## config.mk

```make
export PLATFORM = sky130hd
export DESIGN_NAME = aiff_stream_parser
export DESIGN_NICKNAME = d
export VERILOG_FILES = /design/src/rtl/aiff_pkg.sv /design/src/rtl/aiff_rate_conv.sv /design/src/rtl/aiff_stream_parser.sv
export SDC_FILE = /design/constraint.sdc
export NUM_CORES = 2
export LEC_CHECK = 0
export BUFFER_PORTS_ARGS = -buffer_cell sky130_fd_sc_hd__buf_2
export CORE_ASPECT_RATIO = 1.25
export CORE_MARGIN = 2
export CORE_UTILIZATION = 60
export CTS_CLUSTER_SIZE = 8
export DETAILED_ROUTE_END_ITERATION = 8
export GPL_TIMING_DRIVEN = 0
export PLACE_DENSITY = 0.81
export SYNTH_ARGS = -nofsm -noshare
export SYNTH_HDL_FRONTEND = slang
export SYNTH_HIERARCHICAL = 1
export SYNTH_SLANG_ARGS = --single-unit
```

## constraint.sdc

```tcl
create_clock -name clk -period 8.79 [get_ports clk]
set_input_delay 1.758 -clock clk [delete_from_list [all_inputs] [get_ports clk]]
set_output_delay 1.758 -clock clk [all_outputs]
set_load 0.05 [all_outputs]
```

## src/rtl/aiff_pkg.sv

```systemverilog
// ----------------------------------------------------------------------------
// aiff_pkg
// Shared constants for the AIFF/AIFC stream parser: tags, codes, bias.
// ----------------------------------------------------------------------------
package aiff_pkg;

    localparam logic [31:0] TAG_FORM = 32'h464F524D;
    localparam logic [31:0] TAG_AIFF = 32'h41494646;
    localparam logic [31:0] TAG_AIFC = 32'h41494643;
    localparam logic [31:0] TAG_COMM = 32'h434F4D4D;
    localparam logic [31:0] TAG_SSND = 32'h53534E44;
    localparam logic [31:0] TAG_FL32 = 32'h666C3332;
    localparam logic [31:0] TAG_FL64 = 32'h666C3634;

    localparam int          EXT_BIAS     = 16383;
    localparam int          MANT_POINT   = 63;
    localparam logic [14:0] EXP_UNITY    = 15'(EXT_BIAS + MANT_POINT);

    localparam logic [1:0] FUNC_DATA    = 2'd0;
    localparam logic [1:0] FUNC_EOS     = 2'd1;
    localparam logic [1:0] FUNC_RESTART = 2'd2;

    localparam logic [1:0] KIND_HEADER = 2'd0;
    localparam logic [1:0] KIND_SAMPLE = 2'd1;
    localparam logic [1:0] KIND_ERROR  = 2'd2;

    localparam logic [2:0] FMT_UNKNOWN = 3'd0;
    localparam logic [2:0] FMT_S8      = 3'd1;
    localparam logic [2:0] FMT_S16     = 3'd2;
    localparam logic [2:0] FMT_S24     = 3'd3;
    localparam logic [2:0] FMT_S32     = 3'd4;
    localparam logic [2:0] FMT_F32     = 3'd5;
    localparam logic [2:0] FMT_F64     = 3'd6;

    localparam logic [2:0] ERR_NO_FORM    = 3'd0;
    localparam logic [2:0] ERR_FORM_TYPE  = 3'd1;
    localparam logic [2:0] ERR_MISSING    = 3'd2;
    localparam logic [2:0] ERR_SSND_FIRST = 3'd3;
    localparam logic [2:0] ERR_DEPTH      = 3'd4;
    localparam logic [2:0] ERR_SHORT      = 3'd5;

endpackage

```

## src/rtl/aiff_rate_conv.sv

```systemverilog
// ----------------------------------------------------------------------------
// aiff_rate_conv
// 80-bit extended to int32 conversion: truncate toward zero, saturate.
// ----------------------------------------------------------------------------
module aiff_rate_conv
(
    input  logic [15:0] sign_exp,
    input  logic [63:0] mant,
    output logic [31:0] rate
);

    localparam logic [32:0] CAP = 33'h1_0000_0000 >> 1;

    logic [14:0] e;
    logic [14:0] sh;
    logic [14:0] rs;
    logic [63:0] lim;
    logic [63:0] shl;
    logic [63:0] shr;
    logic [32:0] mag;
    logic [31:0] neg;

    always_comb
    begin
        e   = sign_exp[14:0];
        sh  = e - aiff_pkg::EXP_UNITY;
        rs  = aiff_pkg::EXP_UNITY - e;
        lim = 64'h8000_0000 >> sh[4:0];
        shl = mant << sh[4:0];
        shr = mant >> rs[5:0];
        if (mant == 64'd0)
        begin
            mag = 33'd0;
        end
        else if (e >= aiff_pkg::EXP_UNITY)
        begin
            if (sh >= 15'd32 || mant > lim)
                mag = CAP;
            else
                mag = shl[32:0];
        end
        else
        begin
            if (rs >= 15'd64)
                mag = 33'd0;
            else if (shr > 64'(CAP))
                mag = CAP;
            else
                mag = shr[32:0];
        end
        neg = 32'd0 - mag[31:0];
        if (sign_exp[15])
            rate = neg;
        else if (mag > 33'h0_7FFF_FFFF)
            rate = 32'h7FFF_FFFF;
        else
            rate = mag[31:0];
    end

endmodule

```

## src/rtl/aiff_stream_parser.sv

```systemverilog
// ----------------------------------------------------------------------------
// aiff_stream_parser
// Byte-wide AIFF/AIFC parser: header info, then big-endian sample words.
// ----------------------------------------------------------------------------
// Input channel (in_valid/in_ready): one word per handshake, func selects a
// file byte in data_byte, end of stream, or restart. Output channel
// (out_valid/out_ready): header, sample or error results, at most one per
// input word; most input words give none.
// Throughput: one input word per cycle while in_ready is high. A result is
// registered on the output in the cycle after the input word that causes it.
// The output register parts the channels: in_ready stays high while the
// result register is empty or is being taken; a stalled receiver holds
// in_ready low only while a result waits.
// The sample rate is converted in the cycle after the mantissa completes;
// the header result comes many bytes later, so it always sees the result.
// The channels*frames product is registered each cycle from kept values.
// Reset or a restart word returns the parser to waiting for the FORM tag.
// After an error, the final sample or a header with no samples, words are dropped until restart.
// ----------------------------------------------------------------------------
module aiff_stream_parser
(
    input  logic        clk,
    input  logic        rst_n,
    input  logic        in_valid,
    output logic        in_ready,
    input  logic [1:0]  func,
    input  logic [7:0]  data_byte,
    output logic        out_valid,
    input  logic        out_ready,
    output logic [1:0]  kind,
    output logic [63:0] sample_word,
    output logic        last_sample,
    output logic [15:0] channel_count,
    output logic [31:0] frame_count,
    output logic [15:0] bit_depth,
    output logic signed [31:0] sample_rate_hz,
    output logic [2:0]  sample_format,
    output logic [2:0]  error_code
);

    typedef enum logic [4:0] {
        PH_FORM  = 5'd0,  PH_FSIZE = 5'd1,  PH_FTYPE = 5'd2,  PH_CID   = 5'd3,
        PH_CSIZE = 5'd4,  PH_SKIP  = 5'd5,  PH_CH    = 5'd6,  PH_FR    = 5'd7,
        PH_BD    = 5'd8,  PH_EXP   = 5'd9,  PH_MANT  = 5'd10, PH_CTYPE = 5'd11,
        PH_SOFF  = 5'd12, PH_SBLK  = 5'd13, PH_SSKIP = 5'd14, PH_SAMP  = 5'd15,
        PH_DONE  = 5'd16, PH_HALT  = 5'd17
    } phase_t;

    phase_t      phase_reg, phase_next;
    logic [3:0]  idx_reg, idx_next;
    logic [63:0] acc_reg, acc_next;
    logic [31:0] tag_reg, tag_next;
    logic [32:0] skip_reg, skip_next;
    logic        aifc_reg, aifc_next;
    logic        comm_reg, comm_next;
    logic [15:0] ch_reg, ch_next;
    logic [31:0] fr_reg, fr_next;
    logic [15:0] dep_reg, dep_next;
    logic [2:0]  fmt_reg, fmt_next;
    logic [15:0] exp_reg, exp_next;
    logic [31:0] rate_reg;
    logic [47:0] samp_reg, samp_next;
    logic [47:0] prod_reg;
    logic [63:0] mant_reg;
    logic        conv_pend_reg, conv_pend_next;
    logic [31:0] conv_rate;

    logic        res_valid;
    logic [1:0]  res_kind;
    logic [63:0] res_word;
    logic        res_last;
    logic        res_hdr;
    logic [2:0]  res_err;

    logic        accept;
    logic [63:0] acc_shift;
    logic [3:0]  idx_inc;
    logic [12:0] dep_bytes;
    logic [3:0]  len;
    logic [32:0] size;
    logic [32:0] total;
    logic [32:0] need;
    logic [32:0] skip_dec;
    logic [2:0]  fin_fmt;
    logic [15:0] fin_dep;
    logic [47:0] samp_dec;

    logic        out_valid_reg;
    logic [1:0]  kind_reg;
    logic [63:0] word_reg;
    logic        last_reg;
    logic [15:0] och_reg;
    logic [31:0] ofr_reg;
    logic [15:0] odep_reg;
    logic [31:0] orate_reg;
    logic [2:0]  ofmt_reg;
    logic [2:0]  oerr_reg;

    aiff_rate_conv u_rate
    (
        .sign_exp (exp_reg),
        .mant     (mant_reg),
        .rate     (conv_rate)
    );

    assign in_ready = !out_valid_reg || out_ready;
    assign accept   = in_valid && in_ready;

    always_comb
    begin
        phase_next     = phase_reg;
        idx_next       = idx_reg;
        acc_next       = acc_reg;
        tag_next       = tag_reg;
        skip_next      = skip_reg;
        aifc_next      = aifc_reg;
        comm_next      = comm_reg;
        ch_next        = ch_reg;
        fr_next        = fr_reg;
        dep_next       = dep_reg;
        fmt_next       = fmt_reg;
        exp_next       = exp_reg;
        samp_next      = samp_reg;
        conv_pend_next = 1'b0;
        res_valid      = 1'b0;
        res_kind       = aiff_pkg::KIND_HEADER;
        res_word       = 64'd0;
        res_last       = 1'b0;
        res_hdr        = 1'b0;
        res_err        = aiff_pkg::ERR_NO_FORM;

        acc_shift = {acc_reg[55:0], data_byte};
        idx_inc   = idx_reg + 4'd1;
        dep_bytes = dep_reg[15:3];
        case (phase_reg)
            PH_FORM, PH_FSIZE, PH_FTYPE, PH_CID, PH_CSIZE, PH_FR,
            PH_CTYPE, PH_SOFF, PH_SBLK: len = 4'd4;
            PH_CH, PH_BD, PH_EXP:       len = 4'd2;
            PH_MANT:                    len = 4'd8;
            PH_SAMP:                    len = (dep_bytes == 13'd0 || dep_bytes > 13'd8)
                                              ? 4'd1 : dep_bytes[3:0];
            default:                    len = 4'd1;
        endcase
        size     = {1'b0, acc_shift[31:0]};
        total    = size + {32'd0, size[0]};
        need     = aifc_reg ? 33'd22 : 33'd18;
        skip_dec = skip_reg - 33'd1;
        samp_dec = samp_reg - 48'd1;

        fin_fmt = aiff_pkg::FMT_UNKNOWN;
        fin_dep = dep_reg;
        if (aifc_reg && acc_shift[31:0] == aiff_pkg::TAG_FL32)
        begin
            fin_fmt = aiff_pkg::FMT_F32;
            fin_dep = 16'd32;
        end
        else if (aifc_reg && acc_shift[31:0] == aiff_pkg::TAG_FL64)
        begin
            fin_fmt = aiff_pkg::FMT_F64;
            fin_dep = 16'd64;
        end
        else
        begin
            case (dep_reg)
                16'd8:   fin_fmt = aiff_pkg::FMT_S8;
                16'd16:  fin_fmt = aiff_pkg::FMT_S16;
                16'd24:  fin_fmt = aiff_pkg::FMT_S24;
                16'd32:  fin_fmt = aiff_pkg::FMT_S32;
                16'd64:  fin_fmt = aiff_pkg::FMT_F64;
                default: fin_fmt = aiff_pkg::FMT_UNKNOWN;
            endcase
        end

        if (accept && func == aiff_pkg::FUNC_RESTART)
        begin
            phase_next = PH_FORM;
            idx_next   = 4'd0;
            acc_next   = 64'd0;
            tag_next   = 32'd0;
            skip_next  = 33'd0;
            aifc_next  = 1'b0;
            comm_next  = 1'b0;
            ch_next    = 16'd0;
            fr_next    = 32'd0;
            dep_next   = 16'd0;
            fmt_next   = aiff_pkg::FMT_UNKNOWN;
            exp_next   = 16'd0;
            samp_next  = 48'd0;
        end
        else if (accept && func == aiff_pkg::FUNC_EOS
                 && phase_reg != PH_DONE && phase_reg != PH_HALT)
        begin
            res_valid  = 1'b1;
            res_kind   = aiff_pkg::KIND_ERROR;
            phase_next = PH_HALT;
            if (phase_reg == PH_FORM)
                res_err = aiff_pkg::ERR_NO_FORM;
            else if (phase_reg <= PH_FTYPE)
                res_err = aiff_pkg::ERR_FORM_TYPE;
            else if (phase_reg <= PH_CTYPE)
                res_err = aiff_pkg::ERR_MISSING;
            else
                res_err = aiff_pkg::ERR_SHORT;
        end
        else if (accept && func == aiff_pkg::FUNC_DATA
                 && phase_reg != PH_DONE && phase_reg != PH_HALT)
        begin
            if (phase_reg == PH_SKIP)
            begin
                skip_next = skip_dec;
                if (skip_dec == 33'd0)
                    phase_next = PH_CID;
            end
            else if (phase_reg == PH_SSKIP)
            begin
                skip_next = skip_dec;
                if (skip_dec == 33'd0)
                begin
                    res_valid  = 1'b1;
                    res_hdr    = 1'b1;
                    samp_next  = prod_reg;
                    phase_next = (prod_reg == 48'd0) ? PH_DONE : PH_SAMP;
                end
            end
            else if (idx_inc < len)
            begin
                acc_next = acc_shift;
                idx_next = idx_inc;
            end
            else
            begin
                acc_next = 64'd0;
                idx_next = 4'd0;
                case (phase_reg)
                    PH_FORM:
                    begin
                        if (acc_shift[31:0] != aiff_pkg::TAG_FORM)
                        begin
                            res_valid  = 1'b1;
                            res_kind   = aiff_pkg::KIND_ERROR;
                            res_err    = aiff_pkg::ERR_NO_FORM;
                            phase_next = PH_HALT;
                        end
                        else
                            phase_next = PH_FSIZE;
                    end
                    PH_FSIZE: phase_next = PH_FTYPE;
                    PH_FTYPE:
                    begin
                        if (acc_shift[31:0] == aiff_pkg::TAG_AIFF)
                        begin
                            aifc_next  = 1'b0;
                            phase_next = PH_CID;
                        end
                        else if (acc_shift[31:0] == aiff_pkg::TAG_AIFC)
                        begin
                            aifc_next  = 1'b1;
                            phase_next = PH_CID;
                        end
                        else
                        begin
                            res_valid  = 1'b1;
                            res_kind   = aiff_pkg::KIND_ERROR;
                            res_err    = aiff_pkg::ERR_FORM_TYPE;
                            phase_next = PH_HALT;
                        end
                    end
                    PH_CID:
                    begin
                        tag_next   = acc_shift[31:0];
                        phase_next = PH_CSIZE;
                    end
                    PH_CSIZE:
                    begin
                        if (tag_reg == aiff_pkg::TAG_COMM)
                        begin
                            if (size < need)
                            begin
                                res_valid  = 1'b1;
                                res_kind   = aiff_pkg::KIND_ERROR;
                                res_err    = aiff_pkg::ERR_SHORT;
                                phase_next = PH_HALT;
                            end
                            else
                            begin
                                skip_next  = total - need;
                                phase_next = PH_CH;
                            end
                        end
                        else if (tag_reg == aiff_pkg::TAG_SSND)
                        begin
                            res_valid  = 1'b1;
                            res_kind   = aiff_pkg::KIND_ERROR;
                            phase_next = PH_HALT;
                            if (!comm_reg)
                                res_err = aiff_pkg::ERR_SSND_FIRST;
                            else if (size < 33'd8)
                                res_err = aiff_pkg::ERR_SHORT;
                            else
                            begin
                                res_valid  = 1'b0;
                                phase_next = PH_SOFF;
                            end
                        end
                        else
                        begin
                            skip_next  = total;
                            phase_next = (total == 33'd0) ? PH_CID : PH_SKIP;
                        end
                    end
                    PH_CH:
                    begin
                        ch_next    = acc_shift[15:0];
                        phase_next = PH_FR;
                    end
                    PH_FR:
                    begin
                        fr_next    = acc_shift[31:0];
                        phase_next = PH_BD;
                    end
                    PH_BD:
                    begin
                        dep_next   = acc_shift[15:0];
                        phase_next = PH_EXP;
                    end
                    PH_EXP:
                    begin
                        exp_next   = acc_shift[15:0];
                        phase_next = PH_MANT;
                    end
                    PH_MANT, PH_CTYPE:
                    begin
                        conv_pend_next = (phase_reg == PH_MANT);
                        if (phase_reg == PH_MANT && aifc_reg)
                            phase_next = PH_CTYPE;
                        else
                        begin
                            if (phase_reg == PH_CTYPE)
                                dep_next = fin_dep;
                            fmt_next = (phase_reg == PH_CTYPE) ? fin_fmt
                                       : (dep_reg == 16'd8)  ? aiff_pkg::FMT_S8
                                       : (dep_reg == 16'd16) ? aiff_pkg::FMT_S16
                                       : (dep_reg == 16'd24) ? aiff_pkg::FMT_S24
                                       : (dep_reg == 16'd32) ? aiff_pkg::FMT_S32
                                       : (dep_reg == 16'd64) ? aiff_pkg::FMT_F64
                                       : aiff_pkg::FMT_UNKNOWN;
                            if (fmt_next == aiff_pkg::FMT_UNKNOWN)
                            begin
                                res_valid  = 1'b1;
                                res_kind   = aiff_pkg::KIND_ERROR;
                                res_err    = aiff_pkg::ERR_DEPTH;
                                phase_next = PH_HALT;
                            end
                            else
                            begin
                                comm_next  = 1'b1;
                                phase_next = (skip_reg == 33'd0) ? PH_CID : PH_SKIP;
                            end
                        end
                    end
                    PH_SOFF:
                    begin
                        skip_next  = {1'b0, acc_shift[31:0]};
                        phase_next = PH_SBLK;
                    end
                    PH_SBLK:
                    begin
                        if (skip_reg == 33'd0)
                        begin
                            res_valid  = 1'b1;
                            res_hdr    = 1'b1;
                            samp_next  = prod_reg;
                            phase_next = (prod_reg == 48'd0) ? PH_DONE : PH_SAMP;
                        end
                        else
                            phase_next = PH_SSKIP;
                    end
                    PH_SAMP:
                    begin
                        samp_next = samp_dec;
                        res_valid = 1'b1;
                        res_kind  = aiff_pkg::KIND_SAMPLE;
                        res_word  = acc_shift;
                        res_last  = (samp_dec == 48'd0);
                        if (samp_dec == 48'd0)
                            phase_next = PH_DONE;
                    end
                    default: phase_next = phase_reg;
                endcase
            end
        end
    end

    always_ff @(posedge clk or negedge rst_n)
    begin
        if (!rst_n)
        begin
            phase_reg     <= PH_FORM;
            idx_reg       <= 4'd0;
            acc_reg       <= 64'd0;
            tag_reg       <= 32'd0;
            skip_reg      <= 33'd0;
            aifc_reg      <= 1'b0;
            comm_reg      <= 1'b0;
            ch_reg        <= 16'd0;
            fr_reg        <= 32'd0;
            dep_reg       <= 16'd0;
            fmt_reg       <= aiff_pkg::FMT_UNKNOWN;
            exp_reg       <= 16'd0;
            rate_reg      <= 32'd0;
            samp_reg      <= 48'd0;
            prod_reg      <= 48'd0;
            mant_reg      <= 64'd0;
            conv_pend_reg <= 1'b0;
            out_valid_reg <= 1'b0;
            kind_reg      <= aiff_pkg::KIND_HEADER;
            word_reg      <= 64'd0;
            last_reg      <= 1'b0;
            och_reg       <= 16'd0;
            ofr_reg       <= 32'd0;
            odep_reg      <= 16'd0;
            orate_reg     <= 32'd0;
            ofmt_reg      <= aiff_pkg::FMT_UNKNOWN;
            oerr_reg      <= aiff_pkg::ERR_NO_FORM;
        end
        else
        begin
            phase_reg     <= phase_next;
            idx_reg       <= idx_next;
            acc_reg       <= acc_next;
            tag_reg       <= tag_next;
            skip_reg      <= skip_next;
            aifc_reg      <= aifc_next;
            comm_reg      <= comm_next;
            ch_reg        <= ch_next;
            fr_reg        <= fr_next;
            dep_reg       <= dep_next;
            fmt_reg       <= fmt_next;
            exp_reg       <= exp_next;
            samp_reg      <= samp_next;
            conv_pend_reg <= conv_pend_next;
            prod_reg      <= 48'(ch_reg) * 48'(fr_reg);
            if (conv_pend_next)
                mant_reg <= acc_shift;
            if (accept && func == aiff_pkg::FUNC_RESTART)
                rate_reg <= 32'd0;
            else if (conv_pend_reg)
                rate_reg <= conv_rate;
            if (res_valid)
                out_valid_reg <= 1'b1;
            else if (out_ready)
                out_valid_reg <= 1'b0;
            if (res_valid)
            begin
                kind_reg  <= res_kind;
                word_reg  <= res_word;
                last_reg  <= res_last;
                och_reg   <= res_hdr ? ch_reg : 16'd0;
                ofr_reg   <= res_hdr ? fr_reg : 32'd0;
                odep_reg  <= res_hdr ? dep_reg : 16'd0;
                orate_reg <= res_hdr ? rate_reg : 32'd0;
                ofmt_reg  <= res_hdr ? fmt_reg : aiff_pkg::FMT_UNKNOWN;
                oerr_reg  <= res_err;
            end
        end
    end

    assign out_valid      = out_valid_reg;
    assign kind           = kind_reg;
    assign sample_word    = word_reg;
    assign last_sample    = last_reg;
    assign channel_count  = och_reg;
    assign frame_count    = ofr_reg;
    assign bit_depth      = odep_reg;
    assign sample_rate_hz = orate_reg;
    assign sample_format  = ofmt_reg;
    assign error_code     = oerr_reg;

endmodule

```

# Yosys cells after proc, flatten, opt, wreduce, memory -nomap -nowiden
# Cells that the tools add are included.
[op_classes] add_sub_neg=8 n_shift=3 n_eq_ne=50 n_mux=229 n_reduce_logical=55 div_mod_pow=0 multipliers=1 n_lt_le_gt_ge=12 bitwise_logic=0
[op_table] op="$mux 32" n=20
[op_table] op="$mux 33" n=14
[op_table] op="$mux 64" n=7
[op_table] op="$mux 16" n=26
[op_table] op="$mux 48" n=8
[op_table] op="$mux 56" n=6
[op_table] op="$eq 32x31->1 const B" n=6
[op_table] op="$mux 3" n=36
[op_table] op="$mux 5" n=21
[op_table] op="$logic_not 33->1" n=3
[op_table] op="$logic_not 48->1" n=2
[op_table] op="$pmux 48 s2" n=1
[op_table] op="$pmux 33 s2" n=1
[op_table] op="$pmux 5 s13" n=1
[op_table] op="$gt 64x32->1 const B" n=1
[op_table] op="$gt 64x64->1" n=1
[op_table] op="$logic_not 64->1" n=1
[op_table] op="$shl 64x5->33" n=1
[op_table] op="$shr 32x5->64 const A" n=1
[op_table] op="$shr 64x6->64" n=1
[op_table] op="$mux 1" n=61
[op_table] op="$mul 16x32->48" n=1
[op_table] op="$sub 48x1->48 const B" n=1
[op_table] op="$eq 5x4->1 const B" n=8
[op_table] op="61 further kinds" n=129
[totals] rom_bits=0 mem_count=0 latch_bits=0 ff_bits=578 output_inout_bits=171 ramBits=0 wordCells=385

# Logic depth before layout (Yosys ltp)
[logic_depth] ltp_word=18 depth_mapped=34

# Modules after synthesis
# The synthesis kept the hierarchy.
[by_module_without_submodules] mod="aiff_stream_parser" area_each_um2=43549.3 instances=1 seq_area_each_um2=14463.9 cells_each=4593
[by_module_without_submodules] mod="aiff_rate_conv" area_each_um2=11212.0 instances=1 seq_area_each_um2=0.0 cells_each=1492

# Worst setup path after synthesis
# No wires, ideal clock.
[synth_path] path_kind="register to register" from="reg ch_reg[9]" to="reg prod_reg[45]" stages_incl_launch_ff=26 period_less_slack_ns=6.296 setup_ns=0.129 n_path_buf=3 slack_ns=2.494 arrival_time_ns=6.166 t_required_ns=8.661 cell_sequence="dfrtp_1 -> clkbuf_1 -> clkbuf_1 -> nand2_1 -> fa_1 -> inv_1 -> fa_1 -> inv_1 -> fa_1 -> inv_1 -> fa_1 -> fa_1 -> inv_1 -> fa_1 -> inv_1 -> ha_1 -> clkbuf_1 -> and3_1 -> nand2_1 -> nor4b_1 -> o21ai_0 -> nor4_1 -> o2111ai_1 -> a31oi_1 -> a221oi_1 -> xnor2_1"
[synth_via] elab_chain_cells=1
[synth_rtl] element="start, declared" line_no="aiff_stream_parser.sv:56" rtl="logic [15:0] ch_reg, ch_next;"
[synth_rtl] element="start signal, assigned" line_no="aiff_stream_parser.sv:435" rtl="ch_reg <= ch_next;"
[synth_rtl] element="$mul 16x32->48" line_no="aiff_stream_parser.sv:442" rtl="prod_reg <= 48'(ch_reg) * 48'(fr_reg);"
[synth_rtl] element="end signal, assigned" line_no="aiff_stream_parser.sv:442"
[synth_rtl] element="end, declared" line_no="aiff_stream_parser.sv:63" rtl="logic [47:0] prod_reg;"
# Every way passes these cells.
# A chain may end at the register's enable or synchronous reset.

# Final worst setup path
[layout_path] from="reg exp_reg[0]" to="reg rate_reg[26]"
[layout_via] elab_chain_cells=12
[layout_rtl] element="start, declared" line_no="aiff_stream_parser.sv:60" rtl="logic [15:0] exp_reg, exp_next;"
[layout_rtl] element="start signal, assigned" line_no="aiff_stream_parser.sv:439" rtl="exp_reg <= exp_next;"
[layout_rtl] element="$sub 15x15->15 (on tied branches)" line_no="aiff_rate_conv.sv:27, aiff_rate_conv.sv:26"
[layout_rtl] element="$shr 64x6->64 / $shr 32x5->64 (equally long branches)" line_no="aiff_rate_conv.sv:30, aiff_rate_conv.sv:28"
[layout_rtl] element="$gt 64x32->1 / $gt 64x64->1 (equally long branches)" line_no="aiff_rate_conv.sv:46, aiff_rate_conv.sv:37"
[layout_rtl] element="$mux 33 / $logic_or 1x1->1 (equally long branches)" line_no="aiff_rate_conv.sv:46, aiff_rate_conv.sv:37"
[layout_rtl] element="$mux 33 (on tied branches)" line_no="aiff_rate_conv.sv:44, aiff_rate_conv.sv:37"
[layout_rtl] element="$mux 33 *" line_no="aiff_rate_conv.sv:35" rtl="else if (e >= aiff_pkg::EXP_UNITY)"
[layout_rtl] element="$mux 33 *" line_no="aiff_rate_conv.sv:31" rtl="if (mant == 64'd0)"
[layout_rtl] element="$gt 33x31->1" line_no="aiff_rate_conv.sv:54" rtl="else if (mag > 33'h0_7FFF_FFFF)"
[layout_rtl] element="$mux 32" line_no="aiff_rate_conv.sv:54"
[layout_rtl] element="$mux 32 *" line_no="aiff_rate_conv.sv:52" rtl="if (sign_exp[15])"
[layout_rtl] element="via conv_rate[26]" line_no="aiff_stream_parser.sv:66" rtl="logic [31:0] conv_rate;"
[layout_rtl] element="$mux 32 *" line_no="aiff_stream_parser.sv:447" rtl="else if (conv_pend_reg)"
[layout_rtl] element="$mux 32 *" line_no="aiff_stream_parser.sv:445" rtl="if (accept && func == aiff_pkg::FUNC_RESTART)"
[layout_rtl] element="end signal, assigned" line_no="aiff_stream_parser.sv:448" rtl="rate_reg <= conv_rate;"
[layout_rtl] element="end, declared" line_no="aiff_stream_parser.sv:61" rtl="logic [31:0] rate_reg;"
# Mark *: on every way through the listed nets, which the timed path passes. The rest lies on a longest branch. The select of a mux whose other input is x is not followed.

==> results.yml <==
timing:
  finalMaxSlewViolations: 12
  max_slew_margin_pct: -2.039
  sum_of_negative_setup_slack_ns: -0.01494
  hold_violations: 0
  hold_slack_ns: 0.4761
  setup_viol: 1
  setup_ws_ns: -0.01494
  worstMarginPinSlew_ns: 1.531
  final.period_utilization_pct: 100.2
  unrepaired_setup_endpoints_after_global_routing: "false"
  clock-skew-final_ns: 0.04185
  fmax_mhz: 113.6
  min_period_ns: 8.805
yosys:
  synth-edff-count: 0
  synthDominantCellAreaShare_pct: 26.41
  yosys_warning_total: 6
  synth_flop_cell: "sky130_fd_sc_hd__dfrtp_1"
  synth-async-reset-ratio_pct: 100.0
  synth_seq_area_share_pct: 26.41
  syn_inst: 6085
  synth_area_sq_um: 54760
  synth.lib_cells_used.distinct: 116
  synth_fp_nets: 6692
  mean_syn_cell_area_sq_um: 8.999
  synth_area_leaders: "sky130_fd_sc_hd__dfrtp_1 (26%), sky130_fd_sc_hd__fa_1 (15%), sky130_fd_sc_hd__nand2_1 (5.3%), sky130_fd_sc_hd__ha_1 (4.0%), sky130_fd_sc_hd__a22o_1 (3.6%)"
  ys_seq_elements: 578
  synth.largest_area_cell: "sky130_fd_sc_hd__dfrtp_1"
global_routing:
  first_global_vias: 54260
  first_pass_grt_wire_length_um: 349400
  antenna_found_initial: 23
  gr-total-overflow: 0
  grt_use_total_pct: 50.62
  grt_max_degree: 130
finish:
  drive_gt1_share_pct: 10.39
  finalCoreUtilization_pct: 66.17
  mostFrequentLayoutCell: "sky130_fd_sc_hd__nand2_1"
  layout-area-overhead-vs-synth_pct: 8.966
  finalNonFillerCells: 7572
  layout.nets: 6968
  final_cell_mix: "sky130_fd_sc_hd__nand2_1 (779), sky130_fd_sc_hd__dfrtp_1 (578), sky130_fd_sc_hd__inv_1 (507)"
  nFillCells: 7228
worst_setup_path:
  worst_path_dominant_cell_family: "simple AND/OR/NAND/NOR gates"
  reg2reg_from: "exp_reg[0]$_DFFE_PN0P_"
  highest_cell_delay_on_the_worst_timing_path_ns: 0.68
  critical_path.endpoint_type: "flop"
  critical_path.startpoint_type: "flop"
  critical_path_peak_fanout: 11
  timing.critical_path.arrival_ns: 9.38
  timing_worst_setup_path_type: "flop to flop"
  worstPathBufferInverterCount: 8
  timing.critical_path.required_ns: 9.36
  worst_path_max_delay_cell: "sky130_fd_sc_hd__mux4_2"
  critPathLaunch: "exp_reg[0]$_DFFE_PN0P_"
clock_tree:
  cts.path.max_buffers: 3
  cts_tree: "done"
  cts_inserted_buffers: 83
  tritoncts_num_sinks: 578
  h-tree-depth: 3
  path_clk_slew_ns: 0.05
  worst_skew_pair.late_latency_ns: 0.69
  cts.root.buffer_cell: "sky130_fd_sc_hd__clkbuf_16"
route:
  detail-route-antenna-nets: 0
  num_vias: 54130
  post_drt_wl_per_cell_um: 31.23
  dr.first_iter.drc_count: 7392
  drc: 0
  detailed_route_wl_um: 236500
  detail_route.vias_per_cell: 7.149
  firstDrtPassIters: 7
floorplan:
  rows: 123
  top_level_ports: 185
  die_w_um: 274.2
  die_height_um: 341.8
  die_area_sq_um: 93720
  design.core.area_sq_um: 90180
  initial_core_util_pct: 60.72
worst_hold_path:
  hold_path_class: "flop to flop"
  hold_start: "tag_reg[25]$_DFFE_PN0P_"
pwr:
  power-per-cell-area_nw_per_um2: 283.7
  worst_ir_drop_vdd_mv: 0.3477
  p_leak_nw: 27.36
placed_design:
  place.gp.congestion: 1.053
  dp_hpwl_um: 178500
  place_inst: 7461
  numPortBuffers: 183
run_status:
  violations_in_the_final_reports: "capacitance limit, slew limit, setup timing"
  status: "complete, but fails checks"
run:
  maxCapViolations: 3
[cell families after synthesis]
family | share of synthesized area (%)
mux | 8.797
simple gates | 18.47
compound gates | 17.26
flops | 26.41
fa+ha+maj | 19.29
xor+xnor | 2.479
buf+inv | 7.293
[power by group]
group	switching [mW]	internal, mW
Combinational	7.08	3.27
Sequential	0.521	3.04
Clock	1.30	1.72
Total	8.90	8.03
[layer usage]
metal / wire (um) / up-vias / global-route usage, % / share of wire (%)
li1: - / 21940 / - / -
met1: 76070 / 26020 / 56.57 / 32
met2: 104100 / 4572 / 77.51 / 44
met3: 29620 / 1573 / 16.81 / 13
met4: 26520 / 26 / 44.03 / 11
met5: 184 / - / 0 / 0.078
[cell type report]
type                            instances  area [sq um]  area share [%]
Tap cell                             1187          1485           2.489
Buffer                                464          2087           3.498
Timing Repair Buffer                  191          1064           1.782
Multi-Input combinational cell       4535         36330           60.88
Clock inverter                          7         148.9          0.2495
Clock buffer                           90          2156           3.613
Sequential cell                       578         14460           24.24
Inverter                              508          1907           3.196
Antenna cell                           12         30.03         0.05032
[per-stage QoR]
stage	total power, mW	cell area (sq um)	setup slack (ns)
after global routing	17.53	59640	0.01995
after global placement	13.15	57160	-5.591
after floorplan	9.606	54760	2.494
final	16.93	59670	-0.01494
after detailed placement	13.30	57320	0.3538
after CTS	16.36	59620	0.3011
[tightest hold or removal path: cells and delay by family, from the launching register on]
family | cells | cell delay [ns]
compound gates | 1 | 0.06
flops | 1 | 0.33
simple gates | 1 | 0.05
[synthesized netlist by cell type (all sizes together), types with 58 or more instances]
| master | n |
|---|---|
| a21oi | 254 |
| a22o | 224 |
| and2 | 243 |
| buf | 105 |
| clkbuf | 359 |
| dfrtp | 578 |
| fa | 419 |
| ha | 174 |
| inv | 508 |
| mux2 | 129 |
| mux2i | 167 |
| mux4 | 75 |
| nand2 | 780 |
| nand3 | 131 |
| nand4 | 98 |
| nor2 | 338 |
| nor3 | 132 |
| nor4 | 98 |
| o21ai | 300 |
| xnor2 | 94 |
| xor2 | 58 |
[worst paths after layout]
kind                                               endpoint  slack [ns]  cells past startpoint
worst max-delay path               rate_reg[26]$_DFFE_PN0P_       -0.01                     28
worst min-delay path                tag_reg[25]$_DFFE_PN0P_        0.48                      2
worst max register to register     rate_reg[26]$_DFFE_PN0P_       -0.01                     28
worst min register to register      tag_reg[25]$_DFFE_PN0P_        0.48                      2
max in group asynchronous        frame_count[9]$_DFFE_PN0P_        5.91                      3
min in group asynchronous       sample_word[57]$_DFFE_PN0P_        1.13                      1
[repair_timing]
action                                  in CTS  in global routing
hold buffers                                 0                  0
hold endpoints to repair                     0                  0
endpoints found under the setup margin       0                  5
gates resized for setup                      0                  1
setup buffers                                0                  2
No activity file was read; power rests on OpenSTA's default activity.
